--- src/hw/rtl/mop_pkg.sv ---
// ----------------------------------------------------------------------------
// Median-of-three partition: shared definitions
// Widths of the payload fields and the default set capacity.
// ----------------------------------------------------------------------------
package mop_pkg;

    localparam int MAX_ELEMENTS_DEF = 32;
    localparam int VALUE_W          = 32;
    localparam int SPLIT_W          = 7;

endpackage

--- src/hw/rtl/mop_if.sv ---
// ----------------------------------------------------------------------------
// Median-of-three partition: channel interfaces
// Valid/ready channels for loaded elements and for partitioned results.
// ----------------------------------------------------------------------------
interface mop_in_if;

    logic                        valid;
    logic                        ready;
    logic [mop_pkg::VALUE_W-1:0] value;
    logic                        last;

    modport source (output valid, output value, output last, input ready);
    modport sink   (input valid, input value, input last, output ready);

endinterface

interface mop_out_if;

    logic                        valid;
    logic                        ready;
    logic [mop_pkg::VALUE_W-1:0] value_res;
    logic [mop_pkg::SPLIT_W-1:0] split_index;
    logic                        last_res;

    modport source (output valid, output value_res, output split_index, output last_res,
                    input ready);
    modport sink   (input valid, input value_res, input split_index, input last_res,
                    output ready);

endinterface

--- src/hw/rtl/median_of_three_partition_unit.sv ---
// ----------------------------------------------------------------------------
// Median-of-three partition unit
// Collects a set of unsigned words, partitions it around a median-of-three
// pivot with a two-pointer scheme and streams the reordered set out.
// ----------------------------------------------------------------------------
// The load channel takes one element per transaction, one per cycle, until a
// transaction with last set; elements beyond MAX_ELEMENTS are dropped, but the
// last mark still closes the set. The block then stops taking transactions.
// Pivot selection takes three reads of the element memory. Each partition
// step reads and compares one entry at a time: the memory has one read and
// one write port and a single comparator serves every value comparison, so
// a swap costs two writes. The S_SPLIT state then fixes the split index.
// The result channel then carries one transaction per element; each is read
// from memory, loaded into the output register and held until its handshake
// before the next read, each with the split index and last_res set on the
// final element. A stalled receiver simply holds the block in its output
// wait; nothing is lost. After the final result the block returns to loading
// a new set. Reset clears the count, the pointers and the sequencer; memory
// contents are not cleared, and only entries of the current set are used.
// ----------------------------------------------------------------------------
module median_of_three_partition_unit #(
    parameter int MAX_ELEMENTS = mop_pkg::MAX_ELEMENTS_DEF
) (
    input  logic            clk,
    input  logic            rst_n,
    mop_in_if.sink          load,
    mop_out_if.source       result
);

    localparam int CNT_W = $clog2(MAX_ELEMENTS + 1);
    localparam int IDX_W = (MAX_ELEMENTS > 1) ? $clog2(MAX_ELEMENTS) : 1;
    localparam int PTR_W = CNT_W + 1;
    localparam int VW    = mop_pkg::VALUE_W;
    localparam int SW    = mop_pkg::SPLIT_W;

    localparam logic signed [PTR_W-1:0] PTR_ONE = PTR_W'(1);
    localparam logic signed [PTR_W-1:0] PTR_TWO = PTR_W'(2);

    localparam logic [3:0] S_LOAD  = 4'd0;
    localparam logic [3:0] S_PV0   = 4'd1;
    localparam logic [3:0] S_PV1   = 4'd2;
    localparam logic [3:0] S_PV2   = 4'd3;
    localparam logic [3:0] S_PV3   = 4'd4;
    localparam logic [3:0] S_PV4   = 4'd5;
    localparam logic [3:0] S_RDL   = 4'd6;
    localparam logic [3:0] S_CMPL  = 4'd7;
    localparam logic [3:0] S_RDR   = 4'd8;
    localparam logic [3:0] S_CMPR  = 4'd9;
    localparam logic [3:0] S_SWAP  = 4'd10;
    localparam logic [3:0] S_SPLIT = 4'd11;
    localparam logic [3:0] S_ERD   = 4'd12;
    localparam logic [3:0] S_EOUT  = 4'd13;
    localparam logic [3:0] S_EHOLD = 4'd14;

    logic [VW-1:0] mem [MAX_ELEMENTS];
    logic [VW-1:0] rdata_reg;

    logic [3:0]              state_reg, state_next;
    logic [CNT_W-1:0]        cnt_reg, cnt_next;
    logic [CNT_W-1:0]        k_reg, k_next;
    logic signed [PTR_W-1:0] lp_reg, lp_next;
    logic signed [PTR_W-1:0] rp_reg, rp_next;
    logic [VW-1:0]           pivot_reg, pivot_next;
    logic [VW-1:0]           a_reg, a_next;
    logic [VW-1:0]           b_reg, b_next;
    logic [VW-1:0]           c_reg, c_next;
    logic [VW-1:0]           lv_reg, lv_next;
    logic [SW-1:0]           split_reg, split_next;
    logic                    out_valid_reg, out_valid_next;
    logic [VW-1:0]           out_value_reg, out_value_next;
    logic                    out_last_reg, out_last_next;

    logic [IDX_W-1:0] raddr;
    logic [IDX_W-1:0] waddr;
    logic [VW-1:0]    wdata;
    logic             we;
    logic [VW-1:0]    cmp_a;
    logic [VW-1:0]    cmp_b;
    logic             lt;
    logic             emit_last;

    assign lt        = cmp_a < cmp_b;
    assign emit_last = (k_reg == (cnt_reg - CNT_W'(1)));

    assign load.ready         = (state_reg == S_LOAD);
    assign result.valid       = out_valid_reg;
    assign result.value_res   = out_value_reg;
    assign result.split_index = split_reg;
    assign result.last_res    = out_last_reg;

    always_comb
    begin
        state_next     = state_reg;
        cnt_next       = cnt_reg;
        k_next         = k_reg;
        lp_next        = lp_reg;
        rp_next        = rp_reg;
        pivot_next     = pivot_reg;
        a_next         = a_reg;
        b_next         = b_reg;
        c_next         = c_reg;
        lv_next        = lv_reg;
        split_next     = split_reg;
        out_valid_next = out_valid_reg;
        out_value_next = out_value_reg;
        out_last_next  = out_last_reg;
        raddr          = '0;
        waddr          = IDX_W'(cnt_reg);
        wdata          = load.value;
        we             = 1'b0;
        cmp_a          = rdata_reg;
        cmp_b          = pivot_reg;

        unique case (state_reg)
            S_LOAD:
            begin
                if (load.valid)
                begin
                    if (cnt_reg < CNT_W'(MAX_ELEMENTS))
                    begin
                        we       = 1'b1;
                        cnt_next = cnt_reg + CNT_W'(1);
                    end
                    if (load.last)
                    begin
                        state_next = S_PV0;
                    end
                end
            end
            S_PV0:
            begin
                raddr      = '0;
                state_next = S_PV1;
            end
            S_PV1:
            begin
                a_next     = rdata_reg;
                raddr      = IDX_W'(cnt_reg >> 1);
                state_next = S_PV2;
            end
            S_PV2:
            begin
                cmp_a = rdata_reg;
                cmp_b = a_reg;
                if (lt)
                begin
                    a_next = rdata_reg;
                    b_next = a_reg;
                end
                else
                begin
                    b_next = rdata_reg;
                end
                raddr      = IDX_W'(cnt_reg - CNT_W'(1));
                state_next = S_PV3;
            end
            S_PV3:
            begin
                cmp_a  = b_reg;
                cmp_b  = rdata_reg;
                c_next = rdata_reg;
                if (lt)
                begin
                    pivot_next = b_reg;
                    state_next = S_RDL;
                end
                else
                begin
                    state_next = S_PV4;
                end
            end
            S_PV4:
            begin
                cmp_a      = a_reg;
                cmp_b      = c_reg;
                pivot_next = lt ? c_reg : a_reg;
                state_next = S_RDL;
            end
            S_RDL:
            begin
                raddr = IDX_W'(lp_reg);
                if (lp_reg > rp_reg)
                begin
                    state_next = S_SPLIT;
                end
                else
                begin
                    state_next = S_CMPL;
                end
            end
            S_CMPL:
            begin
                cmp_a   = rdata_reg;
                cmp_b   = pivot_reg;
                lv_next = rdata_reg;
                raddr   = IDX_W'(rp_reg);
                if (lt)
                begin
                    lp_next    = lp_reg + PTR_ONE;
                    state_next = S_RDL;
                end
                else
                begin
                    state_next = S_CMPR;
                end
            end
            S_RDR:
            begin
                raddr = IDX_W'(rp_reg);
                if (lp_reg > rp_reg)
                begin
                    state_next = S_SPLIT;
                end
                else
                begin
                    state_next = S_CMPR;
                end
            end
            S_CMPR:
            begin
                cmp_a = pivot_reg;
                cmp_b = rdata_reg;
                if (lt)
                begin
                    rp_next    = rp_reg - PTR_ONE;
                    state_next = S_RDR;
                end
                else
                begin
                    we         = 1'b1;
                    waddr      = IDX_W'(lp_reg);
                    wdata      = rdata_reg;
                    state_next = S_SWAP;
                end
            end
            S_SWAP:
            begin
                we         = 1'b1;
                waddr      = IDX_W'(rp_reg);
                wdata      = lv_reg;
                lp_next    = lp_reg + PTR_ONE;
                rp_next    = rp_reg - PTR_ONE;
                state_next = S_RDL;
            end
            S_SPLIT:
            begin
                if ((lp_reg == rp_reg + PTR_TWO) && (lp_reg != PTR_ONE))
                begin
                    split_next = SW'(lp_reg - PTR_ONE);
                end
                else
                begin
                    split_next = SW'(lp_reg);
                end
                k_next     = '0;
                state_next = S_ERD;
            end
            S_ERD:
            begin
                raddr      = IDX_W'(k_reg);
                state_next = S_EOUT;
            end
            S_EOUT:
            begin
                out_valid_next = 1'b1;
                out_value_next = rdata_reg;
                out_last_next  = emit_last;
                state_next     = S_EHOLD;
            end
            S_EHOLD:
            begin
                if (result.ready)
                begin
                    out_valid_next = 1'b0;
                    if (out_last_reg)
                    begin
                        cnt_next   = '0;
                        state_next = S_LOAD;
                    end
                    else
                    begin
                        k_next     = k_reg + CNT_W'(1);
                        state_next = S_ERD;
                    end
                end
            end
            default:
            begin
                state_next = S_LOAD;
            end
        endcase

        if (state_reg == S_PV0)
        begin
            lp_next = '0;
            rp_next = $signed({1'b0, cnt_reg}) - PTR_ONE;
        end
    end

    always_ff @(posedge clk or negedge rst_n)
    begin
        if (!rst_n)
        begin
            state_reg     <= S_LOAD;
            cnt_reg       <= '0;
            k_reg         <= '0;
            lp_reg        <= '0;
            rp_reg        <= '0;
            pivot_reg     <= '0;
            out_valid_reg <= 1'b0;
        end
        else
        begin
            state_reg     <= state_next;
            cnt_reg       <= cnt_next;
            k_reg         <= k_next;
            lp_reg        <= lp_next;
            rp_reg        <= rp_next;
            pivot_reg     <= pivot_next;
            out_valid_reg <= out_valid_next;
        end
    end

    always_ff @(posedge clk)
    begin
        a_reg         <= a_next;
        b_reg         <= b_next;
        c_reg         <= c_next;
        lv_reg        <= lv_next;
        split_reg     <= split_next;
        out_value_reg <= out_value_next;
        out_last_reg  <= out_last_next;
    end

    always_ff @(posedge clk)
    begin
        if (we)
        begin
            mem[waddr] <= wdata;
        end
        rdata_reg <= mem[raddr];
    end

`ifndef NO_ASSERTIONS
    a_no_overlap: assert property (@(posedge clk) disable iff (!rst_n)
        !(load.ready && result.valid))
        else $error("Load accepted while a result is pending.");

    a_count_bound: assert property (@(posedge clk) disable iff (!rst_n)
        cnt_reg <= CNT_W'(MAX_ELEMENTS))
        else $error("Element count exceeds capacity.");

    a_pointer_cross: assert property (@(posedge clk) disable iff (!rst_n)
        (state_reg == S_RDL || state_reg == S_RDR) |-> (lp_reg <= rp_reg + PTR_TWO))
        else $error("Partition pointers crossed by more than two.");

    a_split_bound: assert property (@(posedge clk) disable iff (!rst_n)
        result.valid |-> (split_reg <= SW'(cnt_reg)))
        else $error("Split index beyond the set size.");

    a_back_to_load: assert property (@(posedge clk) disable iff (!rst_n)
        (result.valid && result.ready && result.last_res) |=> load.ready)
        else $error("Block did not return to loading after the final result.");
`endif

endmodule

--- src/flat_wrapper.sv ---
// flat-port wrapper written by rule: the top's interface ports become plain ports
module median_of_three_partition_unit_flat 
#(
    parameter int MAX_ELEMENTS = mop_pkg::MAX_ELEMENTS_DEF
)
  (clk, rst_n, load_valid, load_value, load_last, load_ready, result_valid, result_value_res, result_split_index, result_last_res, result_ready);
  mop_in_if load_i ();
  mop_out_if result_i ();
  input  logic clk;
  input  logic rst_n;
  input wire logic [$bits(load_i.valid)-1:0] load_valid;
  input wire logic [$bits(load_i.value)-1:0] load_value;
  input wire logic [$bits(load_i.last)-1:0] load_last;
  output wire logic [$bits(load_i.ready)-1:0] load_ready;
  output wire logic [$bits(result_i.valid)-1:0] result_valid;
  output wire logic [$bits(result_i.value_res)-1:0] result_value_res;
  output wire logic [$bits(result_i.split_index)-1:0] result_split_index;
  output wire logic [$bits(result_i.last_res)-1:0] result_last_res;
  input wire logic [$bits(result_i.ready)-1:0] result_ready;
  assign load_i.valid = load_valid;
  assign load_i.value = load_value;
  assign load_i.last = load_last;
  assign load_ready = load_i.ready;
  assign result_valid = result_i.valid;
  assign result_value_res = result_i.value_res;
  assign result_split_index = result_i.split_index;
  assign result_last_res = result_i.last_res;
  assign result_i.ready = result_ready;
  median_of_three_partition_unit #(.MAX_ELEMENTS(MAX_ELEMENTS)) u_core (.clk(clk), .rst_n(rst_n), .load(load_i), .result(result_i));
endmodule
--- config.mk ---
export PLATFORM = sky130hd
export DESIGN_NAME = median_of_three_partition_unit_flat
export DESIGN_NICKNAME = d
export VERILOG_FILES = /design/src/hw/rtl/mop_pkg.sv /design/src/hw/rtl/mop_if.sv /design/src/hw/rtl/median_of_three_partition_unit.sv /design/src/flat_wrapper.sv
export SDC_FILE = /design/constraint.sdc
export NUM_CORES = 2
export LEC_CHECK = 0
export ABC_AREA = 1
export BUFFER_PORTS_ARGS = -buffer_cell sky130_fd_sc_hd__buf_2
export CORE_AREA = 10 10 341 343
export DETAILED_ROUTE_END_ITERATION = 6
export DIE_AREA = 0 0 351 353
export PLACE_DENSITY = 0.65
export SLEW_MARGIN = 20
export SYNTH_ARGS = -nofsm -noshare
export SYNTH_HDL_FRONTEND = slang
export SYNTH_SLANG_ARGS = --single-unit
--- constraint.sdc ---
create_clock -name clk -period 8 [get_ports clk]
set_input_delay 0 -clock clk [delete_from_list [all_inputs] [get_ports clk]]
set_output_delay 0 -clock clk [all_outputs]
set_load 0.02 [all_outputs]
# After elaboration in Yosys (flattened, before gate mapping)
# Memories as Yosys holds them, arrays and structs flattened. A register that Yosys moved wholly into a read port is not among the register bits.
# Cells that the tools add are included.
dict set report word_totals {
  regBits 231
  ramBits 1024
  inputBits 37
  out_inout_bits 42
  wordCells 119
  mem_count 1
}
dict set report classes {
  add_sub_neg 8
  magnitude_cmp 3
  n_eq_ne 27
  mux 46
  n_reduce_logical 20
}
# memory depth width rd rd_ports_with_merged_regs write_ports line_no
set memory_table {}
lappend memory_table {u_core.mem 32 32 1 1 1 median_of_three_partition_unit.sv:55} ;# logic [VW-1:0] mem [MAX_ELEMENTS];
# operator n
set ops {}
lappend ops {{32-bit case mux with 2 select lines} 3}
lappend ops {{32-bit case mux with 3 select lines} 2}
lappend ops {{32-bit two-way mux} 5}
lappend ops {{4-bit case mux with 14 select lines} 1}
lappend ops {{6-bit two-way mux} 6}
lappend ops {{7-bit two-way mux} 5}
lappend ops {{32-bit < comparator} 1}
lappend ops {{4-bit == test (second input constant)} 7}
lappend ops {{7-bit case mux with 2 select lines} 2}
lappend ops {{5-bit case mux with 5 select lines} 1}
lappend ops {{4-bit two-way mux} 6}
lappend ops {{6-bit case mux with 2 select lines} 2}
lappend ops {{4-bit by 3-bit == test with 1-bit output (second input constant)} 4}
lappend ops {{7-bit by 2-bit subtractor with 7-bit output (second input constant)} 2}
lappend ops {{6-bit by 1-bit adder with 6-bit output (second input constant)} 2}
lappend ops {{5-bit case mux with 2 select lines} 1}
lappend ops {{2-bit AND reduction} 5}
lappend ops {{2-bit nonzero test} 5}
lappend ops {{4-bit by 2-bit == test with 1-bit output (second input constant)} 2}
lappend ops {{2-bit by 1-bit != test with 1-bit output (second input constant)} 4}
lappend ops {{2-bit != test (second input constant)} 4}
lappend ops {{7-bit by 2-bit adder with 7-bit output (second input constant)} 1}
lappend ops {{7-bit by 3-bit adder with 7-bit output (second input constant)} 1}
lappend ops {{7-bit == test} 1}
lappend ops {{other kinds (19)} 31}

# Logic depth before layout (Yosys ltp)
dict set report depth {
  ltp_word 8
  ltp_mapped 27
  ltp_nobuf 24
}

# Least setup slack after synthesis
# No wires, ideal clock.
dict set report synth_timing {
  path_kind {flip-flop to flip-flop}
  startpoint {register u_core.state_reg[3]}
  endpoint {register u_core.a_reg[0] (enable)}
  arrival_time_ns 6.513
  setup_slack_ns 1.022
  path_stages_with_launch 17
  n_path_buf 3
  synth_period_minus_slack_ns 6.978
  cell_sequence {dfrtp_1 -> inv_1 -> nand2_1 -> nor2_1 -> nor2_1 -> clkbuf_1 -> a221oi_1 -> ha_1 -> a21oi_1 -> nor2_1 -> a211oi_1 -> o221ai_1 -> a21oi_1 -> nand2_2 -> buf_6 -> buf_2 -> o21ai_0}
}
dict set report synth_via {
  elab_chain_len 6
  word_cells_on_any_way 12
  classes_between {order compare (1); eq/ne (6); mux (2); reduce/logical (3)}
}
# item line_no
set synth_lines {}
lappend synth_lines {{from (decl)} median_of_three_partition_unit.sv:58} ;# logic [3:0] state_reg, state_next;
lappend synth_lines {{from (signal assigned)} median_of_three_partition_unit.sv:314} ;# state_reg <= state_next;
lappend synth_lines {{4-bit by 3-bit == test with 1-bit output or 4-bit == test (tied branches)} median_of_three_partition_unit.sv:114} ;# unique case (state_reg)
lappend synth_lines {{2-bit OR reduction (no line)} -}
lappend synth_lines {{32-bit case mux with 3 select lines} median_of_three_partition_unit.sv:114}
lappend synth_lines {{32-bit < comparator} median_of_three_partition_unit.sv:82} ;# assign lt = cmp_a < cmp_b;
lappend synth_lines {{2-bit by 1-bit != test with 1-bit output (no line)} -}
lappend synth_lines {{2-bit AND reduction (no line) (*)} -}
lappend synth_lines {{to (signal assigned)} median_of_three_partition_unit.sv:326} ;# a_reg <= a_next;
lappend synth_lines {{to (decl)} median_of_three_partition_unit.sv:64} ;# logic [VW-1:0] a_reg, a_next;
# Mark *: on every way between the ends. The rest lies on a longest branch, timed or not.
# A chain may end at the register's enable or synchronous reset.

# Worst setup path after layout
dict set report layout_timing {
  startpoint {register u_core.state_reg[3]}
  endpoint {memory u_core.mem[24][24] in the netlist's numbering (enable)}
}
dict set report layout_via {
  elab_chain_len 8
  word_cells_on_any_way 16
  classes_between {order compare (1); eq/ne (5); mux (8); reduce/logical (2)}
}
# item line_no
set layout_lines {}
lappend layout_lines {{4-bit by 3-bit == test with 1-bit output or 4-bit == test (tied branches)} median_of_three_partition_unit.sv:114}
lappend layout_lines {{2-bit OR reduction (no line)} -}
lappend layout_lines {{32-bit case mux with 3 select lines} median_of_three_partition_unit.sv:114}
lappend layout_lines {{32-bit < comparator} median_of_three_partition_unit.sv:82}
lappend layout_lines {{1-bit two-way mux} median_of_three_partition_unit.sv:223} ;# if (lt)
lappend layout_lines {{1-bit case mux with 3 select lines} median_of_three_partition_unit.sv:114}
lappend layout_lines {{1-bit two-way mux} median_of_three_partition_unit.sv:337} ;# if (we)
lappend layout_lines {{1-bit two-way mux (implied by the code)} median_of_three_partition_unit.sv:339} ;# mem[waddr] <= wdata;
lappend layout_lines {{to (decl)} median_of_three_partition_unit.sv:55}
# Several ways; a longest one is shown, not always the timed one.

==> flow_summary.yaml <==
final_layout:
  layout.cells.most_common: "sky130_fd_sc_hd__edfxtp_1"
  fin_nets: 4344
  post-route-util: 0.557
  area_growth_pct: 12.9
  post-route-cell-area_um2: 61100
  regMostFlops: "u_core.mem"
  post_route_cells_drive_above_1_share: 0.162
  layout.cells.most_common_list: "1192 x sky130_fd_sc_hd__edfxtp_1, 620 x sky130_fd_sc_hd__nor2_1, 392 x sky130_fd_sc_hd__o211ai_1"
  max_reg_flops: 1024
  final_cells: 5789
  num-fill-cells: 8769
routing:
  viasPerCell: 6.12
  detailroute.via_count: 35400
  final_antenna_net_count: 0
  detailed_route_wire_length_mm: 146
  wl_per_cell_um: 25.2
  drc: 0
  drtPass1Iterations: 6
  drt_iter0_drc: 4232
place:
  placement.setup.worst_slack_ns: 1.35
  placement.io_buffers: 78
  postPlaceCellArea_um2: 56700
  globalplace.congestion: 0.874
  hpwl_mm: 85.8
  place.detailed.instances: 5530
power:
  powerDensity_nw_per_um2: 424
  irDropWorstVdd_v: 0.000455
  total_leakage_power_nw: 20.3
clock_tree:
  post-cts-setup-buffer-count: 0
  worstSkewPairLatency_ns: 0.76
  cts_root_buf: "sky130_fd_sc_hd__clkbuf_16"
  cts.path.max_buffers: 3
  clk_transition_reported_paths_ns: 0.06
  cts_tree: "yes"
  cts-htree-levels: 4
  post_cts.resized_instances: 0
  cts_inserted_buffers: 135
  clock_sinks: 1287
yosys:
  synth_edf_count: 1192
  synth-adder-area-share: 0.0111
  netlist-cell-type-count: 50
  synth_top_family_by_area: "compound AO/OA/AOI/OAI gates"
  ys_warn_count: 0
  share_of_cell_area_taken_by_muxes_after_synthesis: 0
  synth_xor_xnor_area_share: 0.00372
  synthArstFlopShare: 0.0490
  synth_fp_nets: 4309
  synth_simple_gate_area_share: 0.109
  ys_seq_elements: 1287
  synthesis.instances: 4224
  synth_sequential_area_ratio: 0.702
  synth_compound_gate_area_share: 0.142
  cell_area_after_synthesis_um2: 54100
  synth_flop_cell: "sky130_fd_sc_hd__edfxtp_1"
  postSynthAreaPerCell_um2: 12.8
floorplanning:
  die-area_um2: 124000
  ioPinCount: 79
  initial_utilization: 0.493
  row_count: 122
  die_x_um: 351
  die_y_um: 353
  core-area_um2: 110000
critical_path:
  setup.worst_path.class: "reg2reg"
  arrival_ns: 7.08
  setup.worst_path.start_class: "flop"
  worst-path-max-fanout: 42
  ff2ff_path_depth: 21
  worst-endpoint-required_ns: 8.41
  setup.worst_path.end_class: "flop"
timing:
  slew_violations: 0
  final_hold_viol_count: 0
  period_utilisation_layout: 0.834
  setup_tns_ns: 0
  unrepaired_setup_endpoints_after_global_routing: "no"
  timing.fmax_ghz: 0.150
  slew_headroom: 0.159
  final-setup-viol-count: 0
  worstMarginPinSlew_ns: 1.25
  fin_skew_ns: 0.0317
  fin_crit_ns: 6.67
  finalWorstSetupSlack_ns: 1.33
grt:
  vias_in_the_first_global_route: 33900
  grt_max_degree: 211
  grt.total_usage: 0.231
  wire_length_of_the_first_global_routing_pass_mm: 219
  number_of_antenna_violations_at_the_first_check_in_global_routing: 2
  grt.overflow.total: 0
min_path:
  worst_hold_path_type: "in2async"
run_status:
  status: "finished, final reports clean"
job:
  cap_viol_max_count: 0
## layout make-up
| class | count | area [um2] | share of cell area |
|---|---|---|---|
| multi-input cells | 2503 | 15000 | 0.246 |
| repair buffers | 185 | 1570 | 0.0256 |
| diodes | 1 | 2.50 | 0.0000409 |
| inverters | 147 | 561 | 0.00917 |
| well taps | 1426 | 1780 | 0.0292 |
| clock buffers | 184 | 3690 | 0.0603 |
| clock inverters | 56 | 512 | 0.00837 |
| flip-flops and latches | 1287 | 38000 | 0.622 |
## worst paths after layout
kind / end / start / slack [ns]
max: u_core.mem[24][24] / u_core.state_reg[3] / 1.33
min: u_core.lp_reg[3] / rst_n / 0.008
max reg2reg: u_core.mem[24][24] / u_core.state_reg[3] / 1.33
min reg2reg: u_core.pivot_reg[23] / u_core.c_reg[23] / 0.53
max in group asynchronous: u_core.pivot_reg[9] / rst_n / 7.36
min in group clk: u_core.mem[7][10] / load_value[10] / 0.02
## report_power, final
group	internal, mW	leakage, nW	switching (mW)	total (mW)
Sequential	8.43	11.8	0.597	9.03
Combinational	3.26	6.53	7.64	10.9
Clock	3.46	2.05	2.57	6.03
## layer usage
layer / track usage / routed length [um] / vias up
li1: - / - / 16000
met1: 0.336 / 63300 / 17600
met2: 0.356 / 67100 / 1555
met3: 0.0343 / 11200 / 247
met4: 0.0746 / 4300 / 2
met5: 0 / 13 / -
## cell families after synthesis
family / count (synthesis)
buffers and inverters: 434
AO/OA/AOI/OAI: 1089
XOR/XNOR: 23
flip-flops: 1287
adder cells (fa/ha/maj): 48
AND/OR/NAND/NOR: 1343
## cells in the mapped netlist (2+ instances only)
master	instances	area, um2
sky130_fd_sc_hd__edfxtp_1	1192	35800
sky130_fd_sc_hd__nor2_1	659	2470
sky130_fd_sc_hd__o211ai_1	392	2940
sky130_fd_sc_hd__nand2_1	296	1110
sky130_fd_sc_hd__or2_2	256	1600
sky130_fd_sc_hd__clkbuf_1	196	736
sky130_fd_sc_hd__o21ai_0	176	881
sky130_fd_sc_hd__inv_1	139	522
sky130_fd_sc_hd__o31ai_1	129	968
sky130_fd_sc_hd__o311ai_0	90	788
sky130_fd_sc_hd__nand3_1	84	420
sky130_fd_sc_hd__a21oi_1	72	360
sky130_fd_sc_hd__dfrtp_1	63	1580
sky130_fd_sc_hd__buf_2	56	280
sky130_fd_sc_hd__o22ai_1	56	350
sky130_fd_sc_hd__ha_1	48	601
sky130_fd_sc_hd__a22oi_1	41	308
sky130_fd_sc_hd__o311ai_1	38	333
sky130_fd_sc_hd__dfxtp_1	32	641
sky130_fd_sc_hd__o21a_1	32	240
sky130_fd_sc_hd__buf_1	31	116
sky130_fd_sc_hd__nor3_1	20	100
sky130_fd_sc_hd__xor2_1	20	175
sky130_fd_sc_hd__o2111ai_1	18	158
sky130_fd_sc_hd__a211oi_1	12	90.1
sky130_fd_sc_hd__nand4_1	8	50.1
sky130_fd_sc_hd__a221oi_1	7	61.3
sky130_fd_sc_hd__a221o_1	6	60.1
sky130_fd_sc_hd__inv_2	6	22.5
sky130_fd_sc_hd__nand2_2	6	37.5
sky130_fd_sc_hd__nor2_2	5	31.3
sky130_fd_sc_hd__o21ai_1	5	25.0
sky130_fd_sc_hd__a21oi_2	3	26.3
sky130_fd_sc_hd__nor3b_1	3	22.5
sky130_fd_sc_hd__o221ai_1	3	26.3
sky130_fd_sc_hd__xnor2_1	3	26.3
sky130_fd_sc_hd__a31oi_1	2	12.5
sky130_fd_sc_hd__buf_4	2	15.0
sky130_fd_sc_hd__buf_6	2	22.5
sky130_fd_sc_hd__clkinv_1	2	7.51
sky130_fd_sc_hd__nand3_2	2	20.0
sky130_fd_sc_hd__o21bai_1	2	15.0
sky130_fd_sc_hd__o41ai_1	2	17.5
## per-stage QoR
stage / hold WS [ns] / total power [mW]
after floorplan: -0.296 / 16.2
after global placement: 0.273 / 19.7
after detailed placement: 0.276 / 19.9
after CTS: 0.00272 / 25.9
after global routing: 0.0342 / 27.4
final: 0.00844 / 25.9
## critical path, cell delays in order (launching register included)
cell and delay [ns]:
sky130_fd_sc_hd__dfrtp_1 0.43, sky130_fd_sc_hd__inv_1 0.12, sky130_fd_sc_hd__nor2_1 0.05, sky130_fd_sc_hd__nand2_1 0.19, sky130_fd_sc_hd__buf_4 0.31, sky130_fd_sc_hd__nand3_2 0.16
sky130_fd_sc_hd__inv_1 0.79, sky130_fd_sc_hd__nand2_1 0.10, sky130_fd_sc_hd__o2111ai_1 0.12, sky130_fd_sc_hd__ha_1 0.19, sky130_fd_sc_hd__nand4_1 0.14, sky130_fd_sc_hd__nor3_1 0.21
sky130_fd_sc_hd__nor4b_1 0.66, sky130_fd_sc_hd__nand2_2 0.25, sky130_fd_sc_hd__nand2_4 0.43, sky130_fd_sc_hd__nand2_1 0.09, sky130_fd_sc_hd__nand3_1 0.15, sky130_fd_sc_hd__nand2_1 0.07
sky130_fd_sc_hd__nor2_1 0.16, sky130_fd_sc_hd__nand2_1 0.52, sky130_fd_sc_hd__nor2_4 0.70, sky130_fd_sc_hd__buf_4 0.42
## timing repair
| item | CTS | global route |
|---|---|---|
| endpoints found under the hold margin | 301 | 0 |
| setup endpoints to repair | 0 | 0 |
| hold buffers | 14 | 0 |
(Power assumes the default switching activity.)
